<file path="src/hdl/assert_macros.svh">
// Assertion helpers shared by the RTL. Both expect clk and rst_n in scope.
`ifndef ASSERT_MACROS_SVH
`define ASSERT_MACROS_SVH

// Same-cycle implication, checked outside reset.
`define ASSERT_IMPL(lbl, ante, cons) \
  lbl: assert property (@(posedge clk) disable iff (!rst_n) (ante) |-> (cons)) \
    else $error("assertion failed");

// Next-cycle implication, checked outside reset.
`define ASSERT_NEXT(lbl, ante, cons) \
  lbl: assert property (@(posedge clk) disable iff (!rst_n) (ante) |=> (cons)) \
    else $error("assertion failed");

`endif

</file>
<file path="src/hdl/bea_pkg.sv">
`default_nettype none

package bea_pkg;

  // Field widths
  localparam int ADDR_W   = 7;   // block address
  localparam int COUNT_W  = 8;   // block count, up to 128
  localparam int STATUS_W = 2;

  // Default map depth
  localparam int BLOCKS_DEF = 128;

  // Opcodes
  localparam logic OP_ALLOC  = 1'b0;
  localparam logic OP_REPORT = 1'b1;

  // Configuration register indexes
  localparam logic CFG_REGION_FIRST = 1'b0;
  localparam logic CFG_REGION_LAST  = 1'b1;

  // Reset values of the region registers
  localparam logic [ADDR_W-1:0] REGION_FIRST_RST = 7'd0;
  localparam logic [ADDR_W-1:0] REGION_LAST_RST  = 7'd127;

  // Result status codes
  typedef enum logic [STATUS_W-1:0] {
    ST_OK       = 2'd0,
    ST_CONFLICT = 2'd1,
    ST_OUTSIDE  = 2'd2
  } status_t;

  // Controller to datapath commands
  typedef struct packed {
    logic clear;   // clear one map entry
    logic load;    // capture the accepted transaction
    logic check;   // range checks, walk setup
    logic walk;    // one step of the bitmap walk
    logic flush;   // final report result
  } ctl_cmd_t;

  // Datapath to controller status
  typedef struct packed {
    logic clear_done;
    logic op_report;
    logic alloc_empty;   // reversed allocate range
    logic alloc_bad;     // allocate range outside region
    logic region_empty;
    logic walk_done;
  } dp_stat_t;

endpackage

`default_nettype wire

</file>
<file path="src/hdl/bea_ctrl.sv">
`default_nettype none
`include "assert_macros.svh"

module bea_ctrl (
  input  wire logic              clk,
  input  wire logic              rst_n,
  input  wire logic              start,
  output logic                   busy,
  input  wire bea_pkg::dp_stat_t st,
  output bea_pkg::ctl_cmd_t      cmd
);
  import bea_pkg::*;

  typedef enum logic [4:0] {
    S_CLEAR = 5'b00001,
    S_IDLE  = 5'b00010,
    S_CHECK = 5'b00100,
    S_WALK  = 5'b01000,
    S_FLUSH = 5'b10000
  } state_t;

  state_t state_r, state_nxt;

  // next state
  always_comb begin
    state_nxt = state_r;
    case (state_r)
      S_CLEAR: begin
        if (st.clear_done) state_nxt = S_IDLE;
      end
      S_IDLE: begin
        if (start) state_nxt = S_CHECK;
      end
      S_CHECK: begin
        if (st.op_report) begin
          state_nxt = st.region_empty ? S_FLUSH : S_WALK;
        end else if (st.alloc_empty || st.alloc_bad) begin
          state_nxt = S_IDLE;
        end else begin
          state_nxt = S_WALK;
        end
      end
      S_WALK: begin
        if (st.walk_done) state_nxt = st.op_report ? S_FLUSH : S_IDLE;
      end
      S_FLUSH: begin
        state_nxt = S_IDLE;
      end
      default: state_nxt = S_CLEAR;
    endcase
  end

  always_ff @(posedge clk) begin
    if (!rst_n) begin
      state_r <= S_CLEAR;
    end else begin
      state_r <= state_nxt;
    end
  end

  // command decode
  always_comb begin
    cmd.clear = (state_r == S_CLEAR);
    cmd.load  = (state_r == S_IDLE) && start;
    cmd.check = (state_r == S_CHECK);
    cmd.walk  = (state_r == S_WALK);
    cmd.flush = (state_r == S_FLUSH);
  end

  assign busy = (state_r != S_IDLE);

  // an accepted transaction always goes through the range check first
  `ASSERT_NEXT(a_accept_to_check, start && !busy, state_r == S_CHECK)
  // the flush step only follows the check or the walk
  `ASSERT_IMPL(a_flush_entry, state_r == S_FLUSH, $past(state_r) == S_WALK || $past(state_r) == S_CHECK)
  // a walk never starts before the clearing pass is over
  `ASSERT_NEXT(a_clear_exit, state_r == S_CLEAR && !st.clear_done, state_r == S_CLEAR)

endmodule

`default_nettype wire

</file>
<file path="src/hdl/bea_datapath.sv">
`default_nettype none
`include "assert_macros.svh"

module bea_datapath #(
  parameter int BLOCKS = bea_pkg::BLOCKS_DEF
) (
  input  wire logic                           clk,
  input  wire logic                           rst_n,
  input  wire bea_pkg::ctl_cmd_t              cmd,
  output bea_pkg::dp_stat_t                   st,
  input  wire logic                           cfg_we,
  input  wire logic                           cfg_index,
  input  wire logic [bea_pkg::ADDR_W-1:0]     cfg_data,
  input  wire logic                           in_opcode,
  input  wire logic [bea_pkg::ADDR_W-1:0]     in_first_block,
  input  wire logic [bea_pkg::ADDR_W-1:0]     in_last_block,
  output logic                                out_valid,
  output logic [bea_pkg::STATUS_W-1:0]        out_status,
  output logic [bea_pkg::ADDR_W-1:0]          out_conflict_block,
  output logic [bea_pkg::COUNT_W-1:0]         out_marked_count,
  output logic [bea_pkg::ADDR_W-1:0]          out_run_start,
  output logic [bea_pkg::COUNT_W-1:0]         out_run_length,
  output logic                                out_last
);
  import bea_pkg::*;

  localparam int AW    = $clog2(BLOCKS);
  // highest map entry reachable by a 7-bit block address
  localparam int LIM_V = (BLOCKS > 128) ? 127 : BLOCKS - 1;
  localparam logic [ADDR_W-1:0] LIM7    = ADDR_W'(LIM_V);
  localparam logic [AW-1:0]     CLR_END = AW'(BLOCKS - 1);

  // used/free map, one bit per block
  logic mem [BLOCKS];
  logic              mem_we;
  logic [AW-1:0]     mem_waddr;
  logic              mem_wdata;
  logic              rdata_r;

  // configuration
  logic [ADDR_W-1:0] rf_r, rf_nxt;
  logic [ADDR_W-1:0] rl_r, rl_nxt;

  // clearing pass
  logic [AW-1:0]     clr_ptr_r, clr_ptr_nxt;

  // transaction
  logic              op_r, op_nxt;
  logic [ADDR_W-1:0] fb_r, fb_nxt;
  logic [ADDR_W-1:0] lb_r, lb_nxt;

  // walk: issue side and evaluate side
  logic [ADDR_W-1:0] ptr_r, ptr_nxt;
  logic [ADDR_W-1:0] stop_r, stop_nxt;
  logic              iss_done_r, iss_done_nxt;
  logic [ADDR_W-1:0] cur_r;
  logic              cur_vld_r, cur_vld_nxt;
  logic              cur_last_r;
  logic [COUNT_W-1:0] marked_r, marked_nxt;

  // run tracking
  logic [ADDR_W-1:0]  start_r, start_nxt;
  logic [COUNT_W-1:0] len_r, len_nxt;
  logic               pend_vld_r, pend_vld_nxt;
  logic [ADDR_W-1:0]  pend_start_r, pend_start_nxt;
  logic [COUNT_W-1:0] pend_len_r, pend_len_nxt;

  // result register
  logic                out_valid_r, out_valid_nxt;
  logic [STATUS_W-1:0] out_status_r, out_status_nxt;
  logic [ADDR_W-1:0]   out_cb_r, out_cb_nxt;
  logic [COUNT_W-1:0]  out_mc_r, out_mc_nxt;
  logic [ADDR_W-1:0]   out_rs_r, out_rs_nxt;
  logic [COUNT_W-1:0]  out_rl_r, out_rl_nxt;
  logic                out_last_r, out_last_nxt;

  // region and range checks
  logic [ADDR_W-1:0] end7;
  logic              reg_empty, rng_empty, rng_bad;
  logic              free_blk;
  logic [COUNT_W-1:0] nlen;
  logic [ADDR_W-1:0]  nstart;
  logic               run_close;

  always_comb begin
    end7      = (rl_r > LIM7) ? LIM7 : rl_r;
    reg_empty = rf_r > end7;
    rng_empty = fb_r > lb_r;
    rng_bad   = (fb_r < rf_r) || (lb_r > end7) || reg_empty;
  end

  // run bookkeeping for the block under evaluation
  always_comb begin
    free_blk  = !rdata_r;
    nlen      = free_blk ? COUNT_W'(len_r + COUNT_W'(1)) : len_r;
    nstart    = (free_blk && (len_r == '0)) ? cur_r : start_r;
    run_close = (rdata_r || cur_last_r) && (nlen != '0);
  end

  // status to controller
  always_comb begin
    st.clear_done   = (clr_ptr_r == CLR_END);
    st.op_report    = op_r;
    st.alloc_empty  = rng_empty;
    st.alloc_bad    = rng_bad;
    st.region_empty = reg_empty;
    st.walk_done    = cur_vld_r && (cur_last_r || ((op_r == OP_ALLOC) && rdata_r));
  end

  // next-state logic
  always_comb begin
    rf_nxt         = rf_r;
    rl_nxt         = rl_r;
    clr_ptr_nxt    = clr_ptr_r;
    op_nxt         = op_r;
    fb_nxt         = fb_r;
    lb_nxt         = lb_r;
    ptr_nxt        = ptr_r;
    stop_nxt       = stop_r;
    iss_done_nxt   = iss_done_r;
    cur_vld_nxt    = 1'b0;
    marked_nxt     = marked_r;
    start_nxt      = start_r;
    len_nxt        = len_r;
    pend_vld_nxt   = pend_vld_r;
    pend_start_nxt = pend_start_r;
    pend_len_nxt   = pend_len_r;
    out_valid_nxt  = 1'b0;
    out_status_nxt = ST_OK;
    out_cb_nxt     = '0;
    out_mc_nxt     = '0;
    out_rs_nxt     = '0;
    out_rl_nxt     = '0;
    out_last_nxt   = 1'b0;
    mem_we         = 1'b0;
    mem_waddr      = AW'(cur_r);
    mem_wdata      = 1'b1;

    // configuration writes
    if (cfg_we) begin
      if (cfg_index == CFG_REGION_FIRST) rf_nxt = cfg_data;
      if (cfg_index == CFG_REGION_LAST)  rl_nxt = cfg_data;
    end

    // clearing pass after reset
    if (cmd.clear) begin
      mem_we      = 1'b1;
      mem_waddr   = clr_ptr_r;
      mem_wdata   = 1'b0;
      clr_ptr_nxt = AW'(clr_ptr_r + AW'(1));
    end

    // capture transaction
    if (cmd.load) begin
      op_nxt = in_opcode;
      fb_nxt = in_first_block;
      lb_nxt = in_last_block;
    end

    // range checks and walk setup
    if (cmd.check) begin
      ptr_nxt      = (op_r == OP_REPORT) ? rf_r : fb_r;
      stop_nxt     = (op_r == OP_REPORT) ? end7 : lb_r;
      iss_done_nxt = 1'b0;
      marked_nxt   = '0;
      len_nxt      = '0;
      pend_vld_nxt = 1'b0;
      if (op_r == OP_ALLOC) begin
        if (rng_empty) begin
          out_valid_nxt = 1'b1;
          out_last_nxt  = 1'b1;
        end else if (rng_bad) begin
          out_valid_nxt  = 1'b1;
          out_status_nxt = ST_OUTSIDE;
          out_last_nxt   = 1'b1;
        end
      end
    end

    if (cmd.walk) begin
      // issue side: one read per cycle until the stop block
      cur_vld_nxt = !iss_done_r;
      if (!iss_done_r) begin
        if (ptr_r == stop_r) iss_done_nxt = 1'b1;
        else                 ptr_nxt = ADDR_W'(ptr_r + ADDR_W'(1));
      end

      // evaluate side: block cur_r with its map bit in rdata_r
      if (cur_vld_r) begin
        if (op_r == OP_ALLOC) begin
          if (rdata_r) begin
            out_valid_nxt  = 1'b1;
            out_status_nxt = ST_CONFLICT;
            out_cb_nxt     = cur_r;
            out_mc_nxt     = marked_r;
            out_last_nxt   = 1'b1;
          end else begin
            mem_we     = 1'b1;
            marked_nxt = COUNT_W'(marked_r + COUNT_W'(1));
            if (cur_last_r) begin
              out_valid_nxt = 1'b1;
              out_mc_nxt    = marked_nxt;
              out_last_nxt  = 1'b1;
            end
          end
        end else begin
          // a closed run is held until the next one closes, so the final one can be flagged
          if (run_close) begin
            if (pend_vld_r) begin
              out_valid_nxt = 1'b1;
              out_rs_nxt    = pend_start_r;
              out_rl_nxt    = pend_len_r;
            end
            pend_vld_nxt   = 1'b1;
            pend_start_nxt = nstart;
            pend_len_nxt   = nlen;
            len_nxt        = '0;
          end else begin
            len_nxt = nlen;
          end
          start_nxt = nstart;
        end
      end
    end

    // final report result, or the empty marker
    if (cmd.flush) begin
      out_valid_nxt = 1'b1;
      out_last_nxt  = 1'b1;
      if (pend_vld_r) begin
        out_rs_nxt = pend_start_r;
        out_rl_nxt = pend_len_r;
      end
    end
  end

  // map storage
  always_ff @(posedge clk) begin
    if (mem_we) mem[mem_waddr] <= mem_wdata;
    rdata_r <= mem[AW'(ptr_r)];
  end

  // control registers
  always_ff @(posedge clk) begin
    if (!rst_n) begin
      rf_r        <= REGION_FIRST_RST;
      rl_r        <= REGION_LAST_RST;
      clr_ptr_r   <= '0;
      iss_done_r  <= 1'b1;
      cur_vld_r   <= 1'b0;
      pend_vld_r  <= 1'b0;
      out_valid_r <= 1'b0;
    end else begin
      rf_r        <= rf_nxt;
      rl_r        <= rl_nxt;
      clr_ptr_r   <= clr_ptr_nxt;
      iss_done_r  <= iss_done_nxt;
      cur_vld_r   <= cur_vld_nxt;
      pend_vld_r  <= pend_vld_nxt;
      out_valid_r <= out_valid_nxt;
    end
  end

  // payload registers
  always_ff @(posedge clk) begin
    op_r         <= op_nxt;
    fb_r         <= fb_nxt;
    lb_r         <= lb_nxt;
    ptr_r        <= ptr_nxt;
    stop_r       <= stop_nxt;
    cur_r        <= ptr_r;
    cur_last_r   <= (ptr_r == stop_r);
    marked_r     <= marked_nxt;
    start_r      <= start_nxt;
    len_r        <= len_nxt;
    pend_start_r <= pend_start_nxt;
    pend_len_r   <= pend_len_nxt;
    out_status_r <= out_status_nxt;
    out_cb_r     <= out_cb_nxt;
    out_mc_r     <= out_mc_nxt;
    out_rs_r     <= out_rs_nxt;
    out_rl_r     <= out_rl_nxt;
    out_last_r   <= out_last_nxt;
  end

  assign out_valid          = out_valid_r;
  assign out_status         = out_status_r;
  assign out_conflict_block = out_cb_r;
  assign out_marked_count   = out_mc_r;
  assign out_run_start      = out_rs_r;
  assign out_run_length     = out_rl_r;
  assign out_last           = out_last_r;

  // a held run is never empty
  `ASSERT_IMPL(a_pend_nonzero, pend_vld_r, pend_len_r != '0)
  // a conflict ends the transaction and carries no run
  `ASSERT_IMPL(a_conflict_final, out_valid_r && (out_status_r == ST_CONFLICT), out_last_r && (out_rl_r == '0))
  // the map is only written by the clearing pass or an allocate step
  `ASSERT_IMPL(a_write_src, mem_we, cmd.clear || (cmd.walk && (op_r == OP_ALLOC)))

endmodule

`default_nettype wire

</file>
<file path="src/hdl/block_bitmap_extent_allocator.sv">
// Bitmap extent allocator. After reset the block clears its used/free map, one
// entry a cycle, holding busy high until the pass is over. A transaction is taken
// when start is high and busy is low. The walk reads one map bit per cycle from
// a map memory with a registered read port and a separate write port. An
// allocate stops early at a conflict and ends after the range check when the
// range is reversed or refused; a report over an empty region goes straight
// from the range check to the final result. Results come out on out_valid, at
// most one per cycle, and must be taken when shown: there is no way to hold
// them off. An allocate gives one result; a report gives one per free run with
// out_last on the final one, or a single zero-length result when nothing is
// free. Configuration writes are only valid while busy is low and no result
// is still due.
`default_nettype none

module block_bitmap_extent_allocator #(
  parameter int BLOCKS = bea_pkg::BLOCKS_DEF
) (
  input  wire logic                        clk,
  input  wire logic                        rst_n,
  input  wire logic                        start,
  output logic                             busy,
  input  wire logic                        in_opcode,
  input  wire logic [bea_pkg::ADDR_W-1:0]  in_first_block,
  input  wire logic [bea_pkg::ADDR_W-1:0]  in_last_block,
  input  wire logic                        cfg_we,
  input  wire logic                        cfg_index,
  input  wire logic [bea_pkg::ADDR_W-1:0]  cfg_data,
  output logic                             out_valid,
  output logic [bea_pkg::STATUS_W-1:0]     out_status,
  output logic [bea_pkg::ADDR_W-1:0]       out_conflict_block,
  output logic [bea_pkg::COUNT_W-1:0]      out_marked_count,
  output logic [bea_pkg::ADDR_W-1:0]       out_run_start,
  output logic [bea_pkg::COUNT_W-1:0]      out_run_length,
  output logic                             out_last
);
  import bea_pkg::*;

  ctl_cmd_t cmd;
  dp_stat_t st;

  // sequencer
  bea_ctrl u_ctrl (
    .clk   (clk),
    .rst_n (rst_n),
    .start (start),
    .busy  (busy),
    .st    (st),
    .cmd   (cmd)
  );

  // map, walk and result datapath
  bea_datapath #(
    .BLOCKS (BLOCKS)
  ) u_dp (
    .clk                (clk),
    .rst_n              (rst_n),
    .cmd                (cmd),
    .st                 (st),
    .cfg_we             (cfg_we),
    .cfg_index          (cfg_index),
    .cfg_data           (cfg_data),
    .in_opcode          (in_opcode),
    .in_first_block     (in_first_block),
    .in_last_block      (in_last_block),
    .out_valid          (out_valid),
    .out_status         (out_status),
    .out_conflict_block (out_conflict_block),
    .out_marked_count   (out_marked_count),
    .out_run_start      (out_run_start),
    .out_run_length     (out_run_length),
    .out_last           (out_last)
  );

endmodule

`default_nettype wire

</file>
<file path="config.mk">
export PLATFORM = sky130hd
export DESIGN_NAME = block_bitmap_extent_allocator
export DESIGN_NICKNAME = d
export VERILOG_FILES = /design/src/hdl/bea_pkg.sv /design/src/hdl/bea_ctrl.sv /design/src/hdl/bea_datapath.sv /design/src/hdl/block_bitmap_extent_allocator.sv
export VERILOG_INCLUDE_DIRS = /design/src /design/src/hdl
export SDC_FILE = /design/constraint.sdc
export NUM_CORES = 1
export LEC_CHECK = 0
export BUFFER_PORTS_ARGS = -buffer_cell sky130_fd_sc_hd__buf_4
export CORE_MARGIN = 1
export CORE_UTILIZATION = 55
export CTS_BUF_LIST = sky130_fd_sc_hd__clkbuf_8 sky130_fd_sc_hd__clkbuf_16
export DETAILED_ROUTE_END_ITERATION = 12
export PLACE_DENSITY = 0.76
export SYNTH_ARGS = -nofsm -noshare
export SYNTH_HDL_FRONTEND = slang
export SYNTH_HIERARCHICAL = 1
export SYNTH_SLANG_ARGS = --single-unit
</file>
<file path="constraint.sdc">
create_clock -name clk -period 3.8 [get_ports clk]
set_input_delay 0.19 -clock clk [delete_from_list [all_inputs] [get_ports clk]]
set_output_delay 0.19 -clock clk [all_outputs]
set_load 0.1 [all_outputs]
</file>
Yosys cells after proc, flatten, opt, wreduce, memory -nomap -nowiden
Memories as Yosys holds them, arrays and structs flattened. A register that Yosys moved wholly into a read port is not among the register bits.
Index checks and enable logic that the tools add are counted.
{ "totals": {"word_cells": 158, "output_inout_bits": 35, "ram_bits": 128, "input_bits": 27, "n_memories": 1, "register_bits": 138} }
{ "classes": {"eq_ne": 11, "n_addsub": 4, "magnitude_cmp": 5, "mux": 84, "n_bitwise": 5, "reduce_logical": 22} }
{ "mem_list": {"columns": ["memory", "words", "word_bits", "read_ports", "rd_ports_with_merged_regs", "wr", "line", "text"], "rows": [
  ["u_dp.mem", 128, 1, 1, 1, 1, "bea_datapath.sv:34", "logic mem [BLOCKS];"]
]} }
{ "op_table": {"columns": ["op", "count"], "rows": [
  ["2-to-1 mux 8 bit", 20],
  ["2-to-1 mux 7 bit", 16],
  ["2-to-1 mux 1 bit", 32],
  ["2-to-1 mux 5 bit", 6],
  ["case mux 5 bit (5 select lines)", 1],
  ["greater-than comparator 7 bit", 3],
  ["adder 8 x 1 -> 8 bit (second input constant)", 2],
  ["2-to-1 mux 2 bit", 8],
  ["adder 7 x 1 -> 7 bit (second input constant)", 2],
  ["zero test 8 bit", 1],
  ["nonzero test 8 bit", 1],
  ["== test 7 bit", 1],
  ["== test 7 bit (second input constant)", 1],
  ["greater-than comparator 7 bit (second input constant)", 1],
  ["< comparator 7 bit", 1],
  ["AND reduction 2 bit", 3],
  ["AND reduction 3 bit", 2],
  ["== test 5 x 1 -> 1 bit (second input constant)", 1],
  ["== test 5 x 2 -> 1 bit (second input constant)", 1],
  ["== test 5 x 3 -> 1 bit (second input constant)", 1],
  ["== test 5 x 4 -> 1 bit (second input constant)", 1],
  ["== test 5 bit (second input constant)", 1],
  ["logical AND 1 bit", 5],
  ["logical OR 1 bit", 5],
  ["9 further kinds", 15]
]} }

Longest topological paths before layout
{ "logic_depth": {"depth_word": 15, "ltp_mapped": 12, "depth_no_buf": 11} }

By module
The synthesis kept the hierarchy.
{ "by_module_without_submodules": {"columns": ["mod", "area_each_um2", "cells_each", "seq_area_each_um2", "instances"], "rows": [
  ["bea_datapath", 11802.6, 1015, 6966.7, 1],
  ["bea_ctrl", 399.1, 47, 100.1, 1]
]} }

Worst setup path before layout
No wires, ideal clock.
{ "synth_path": {"kind": "flip-flop to flip-flop", "startpoint": "register u_ctrl.state_r[2]", "endpoint": "memory u_dp.mem[30] (enable)", "synth_period_minus_slack_ns": 3.742, "arrival_time_ns": 3.439, "stages_incl_launch_ff": 8, "required_ns": 3.497, "path_buffers": 1, "slack_ns": 0.058, "cell_sequence": "dfxtp_1 nor2_1 and3_1 clkinv_1 nand2_1 nand3_1 clkbuf_1 nor2_1"} }
{ "synth_lines": {"columns": ["element", "line", "text"], "rows": [
  ["from (decl)", "bea_ctrl.sv:22", "state_t state_r, state_nxt;"],
  ["from (signal assigned)", "bea_ctrl.sv:57", "state_r <= state_nxt;"],
  ["to (decl)", "bea_datapath.sv:34", null]
]} }

==> qor.yml <==
ys_seq_area_frac: 0.5792
area_growth_pct: 15.08
crit_slowest_cell: "and3_1"
synth_fp_nets: 1121
clock_latency_ps: 550
synth_cells: 1062
fin_tns_setup_ps: 0
ant_nets: 0
post-cts-setup-buffer-count: 0
cts_max_level: 1
register_area_mm2: 0.007068
period_needed_ps: 3163
cts_buffers: 28
maxCapViolations: 0
cts-hold-fix-buffers: 31
min_to: "u_dp/rf_r[0]"
worst_pin_slew_ps: 1042
power_density_mw_per_mm2: 541.0
ys_types: 77
multi_input_area_mm2: 0.004677
end_kind: "flop"
drc_errors: 0
status: "finished, final reports clean"
cts.sinks: 267
vdd_drop_max_mv: 0.3293
nFillCells: 1648
final_nets: 1212
cp_slowest_stage_delay_ps: 680
grt_pass1_wl_um: 42800
finalHoldViolCount: 0
syn_area_mm2: 0.01220
yosysWarnings: 6
setup_viol: 0
rsz0062_at_grt: "false"
async_flop_share: 0
die_y_um: 150.9
crit_type: "reg -> reg"
clock_path_buffers: 3
cts-root-buf: "clkbuf_16"
drv_slew: 0
crit_path_max_fanout: 40
ys_seq_elements: 267
fin_util: 0.6454
fp.dieW_um: 150.9
synth.avg_cell_area_um2: 11.49
power_mw: 7.597
r2r_slack_ps: 640
ff2ff_path_depth: 7
hp-class: "in -> reg"
crit_arrival_ps: 3400
num_vias: 8452
drive_gt1_frac: 0.1311
hold_slack_ps: 321.7
timing.rr.start: "u_ctrl/state_r[2]"
start_kind: "flop"
antenna_cells: 0
num_io_pins: 62
antenna_found_initial: 0
slew_headroom: 0.3055
worstHoldStart: "cfg_we"
rows: 54
drtIter0Drc: 557
dr.pass1.iters: 5
cp.required_ps: 4030
core_area_mm2: 0.02176
start_util: 0.5608
gr-total-overflow: 0
dieArea_mm2: 0.02278
ctsResizeCount: 0
cts_tree: "done"
crit_buf_inv: 2
grt_max_degree: 93
period_share: 0.8323
skew_ps: 27.68
p_leak_nw: 5.278
grt_pass1_vias: 8296
crit_chain: "nor2_1, and3_1, inv_2, buf_4, nand2_1, nand3_1, nor2_1"
wirelength_um: 26520
place.gp.congestion: 0.8758
grt_use_total: 0.2432
crit_path_start: "u_ctrl/state_r[2]"
reg2reg_to: "u_dp/mem[66]"
cp_top_family: "simple AND/OR/NAND/NOR gates"
clk_pin_slew_ps: 60
timing.fmax_ghz: 0.3162
crit_top_cell: "nor2_1"
hpwl_um: 17090
routedWlPerCell_um: 18.23
hold_path_depth: 4
synth_ff_type: "edfxtp_1"
portBuffers: 61
vias_per_cell: 5.809
synth_edf_count: 172
==> cells in the mapped netlist (all sizes together), types with 10 or more instances <==
cell    count  area, um2
nor2b      10      65.06
a21oi      27      135.1
dfxtp      95       1902
o211ai     12      90.09
and2       28      175.2
ha         32      400.4
nor3       14      70.07
nand2      92      345.3
buf        29      214.0
and3       12      75.07
nand3      33      165.2
inv        42      157.6
mux2i      42      420.4
nand3b     10      75.07
edfxtp    172       5165
nor2      183      689.4
mux4       23      570.5
xor2       17      148.9
o21ai      43      215.2
clkbuf     22      82.58
==> layout by cell type (no fill, tap or decap), types with 6 or more instances in the layout <==
cell type        n
nand4_1          8
nor2_1         182
and2_1          27
mux4_2           9
edfxtp_1       172
buf_4           81
nor3_1          14
o211ai_1        12
mux4_1          14
inv_1           49
a21oi_1         27
xnor2_1          6
clkbuf_16       28
a31oi_1          6
nand2b_1         8
mux2_2           7
nand3b_1        10
nand3_1         33
and3_1          12
nor2b_1          9
ha_1            32
mux2i_1         42
xor2_1          17
dfxtp_1         94
dlygate4sd3_1   31
o21ai_0         42
o31ai_1          8
nand2_1         92
==> worst reg2reg max path, cell delays in order (launching register included) <==
cell,delay [ps]
dfxtp_1,380
nor2_1,190
and3_1,680
inv_2,120
buf_4,290
nand2_1,260
nand3_1,600
nor2_1,350
==> cells by family (layout without fill, tap and decap cells) <==
family,after synthesis,in the layout,share of synthesized area
fa+ha+maj,32,32,0.03281
compound gates,150,150,0.08255
flops,267,267,0.5792
xor+xnor,23,23,0.01651
simple gates,424,424,0.1638
mux,72,72,0.08767
buf+inv,94,207,0.03753
==> how the worst max path moves through the flow <==
stage	end	cells after the start	slack [ps]
after detailed placement	u_dp/mem[66]	5	670
final	u_dp/mem[66]	7	640
after global routing	u_dp/mem[66]	5	340
after global placement	u_dp/mem[18]	5	830
after CTS	u_dp/mem[66]	5	670
after floorplan	u_dp/mem[30]	7	60
==> layer usage <==
metal,global-route usage,share of wire
met4,0.09200,0.031
met1,0.3191,0.42
met3,0.03976,0.067
met5,0,0
met2,0.4055,0.48
==> layout make-up <==
| cell class | count | share of cell area |
|---|---|---|
| Clock buffer | 33 | 0.05480 |
| Inverter | 43 | 0.01149 |
| Clock inverter | 19 | 0.006950 |
| Multi-Input combinational cell | 701 | 0.3331 |
| Sequential cell | 267 | 0.5033 |
| Tap cell | 280 | 0.02495 |
| Timing Repair Buffer | 112 | 0.06540 |
==> metrics by stage <==
step	instances	cell area, um2	worst slack [ps]
global placement	1372	12860	827.3
floorplan	1062	12200	58.27
CTS	1455	14040	669.0
finish	1455	14040	637.1
detailed placement	1372	12860	671.4
global route	1455	14040	337.3
==> power breakdown <==
group	total [mW]	switching, mW	internal (mW)
registers	3.58	0.0999	3.48
clock network	2.52	1.09	1.43
logic	1.50	1.08	0.419
==> flip-flops by register name, indices dropped and copies added, names as in the netlist, 8 cells and up <==
register               flops
u_dp/len_r                 8
u_dp/marked_r              8
u_dp/mem                 128
u_dp/out_marked_count      8
u_dp/out_run_length        8
u_dp/pend_len_r            8
Power figures use the tool's default switching activity.
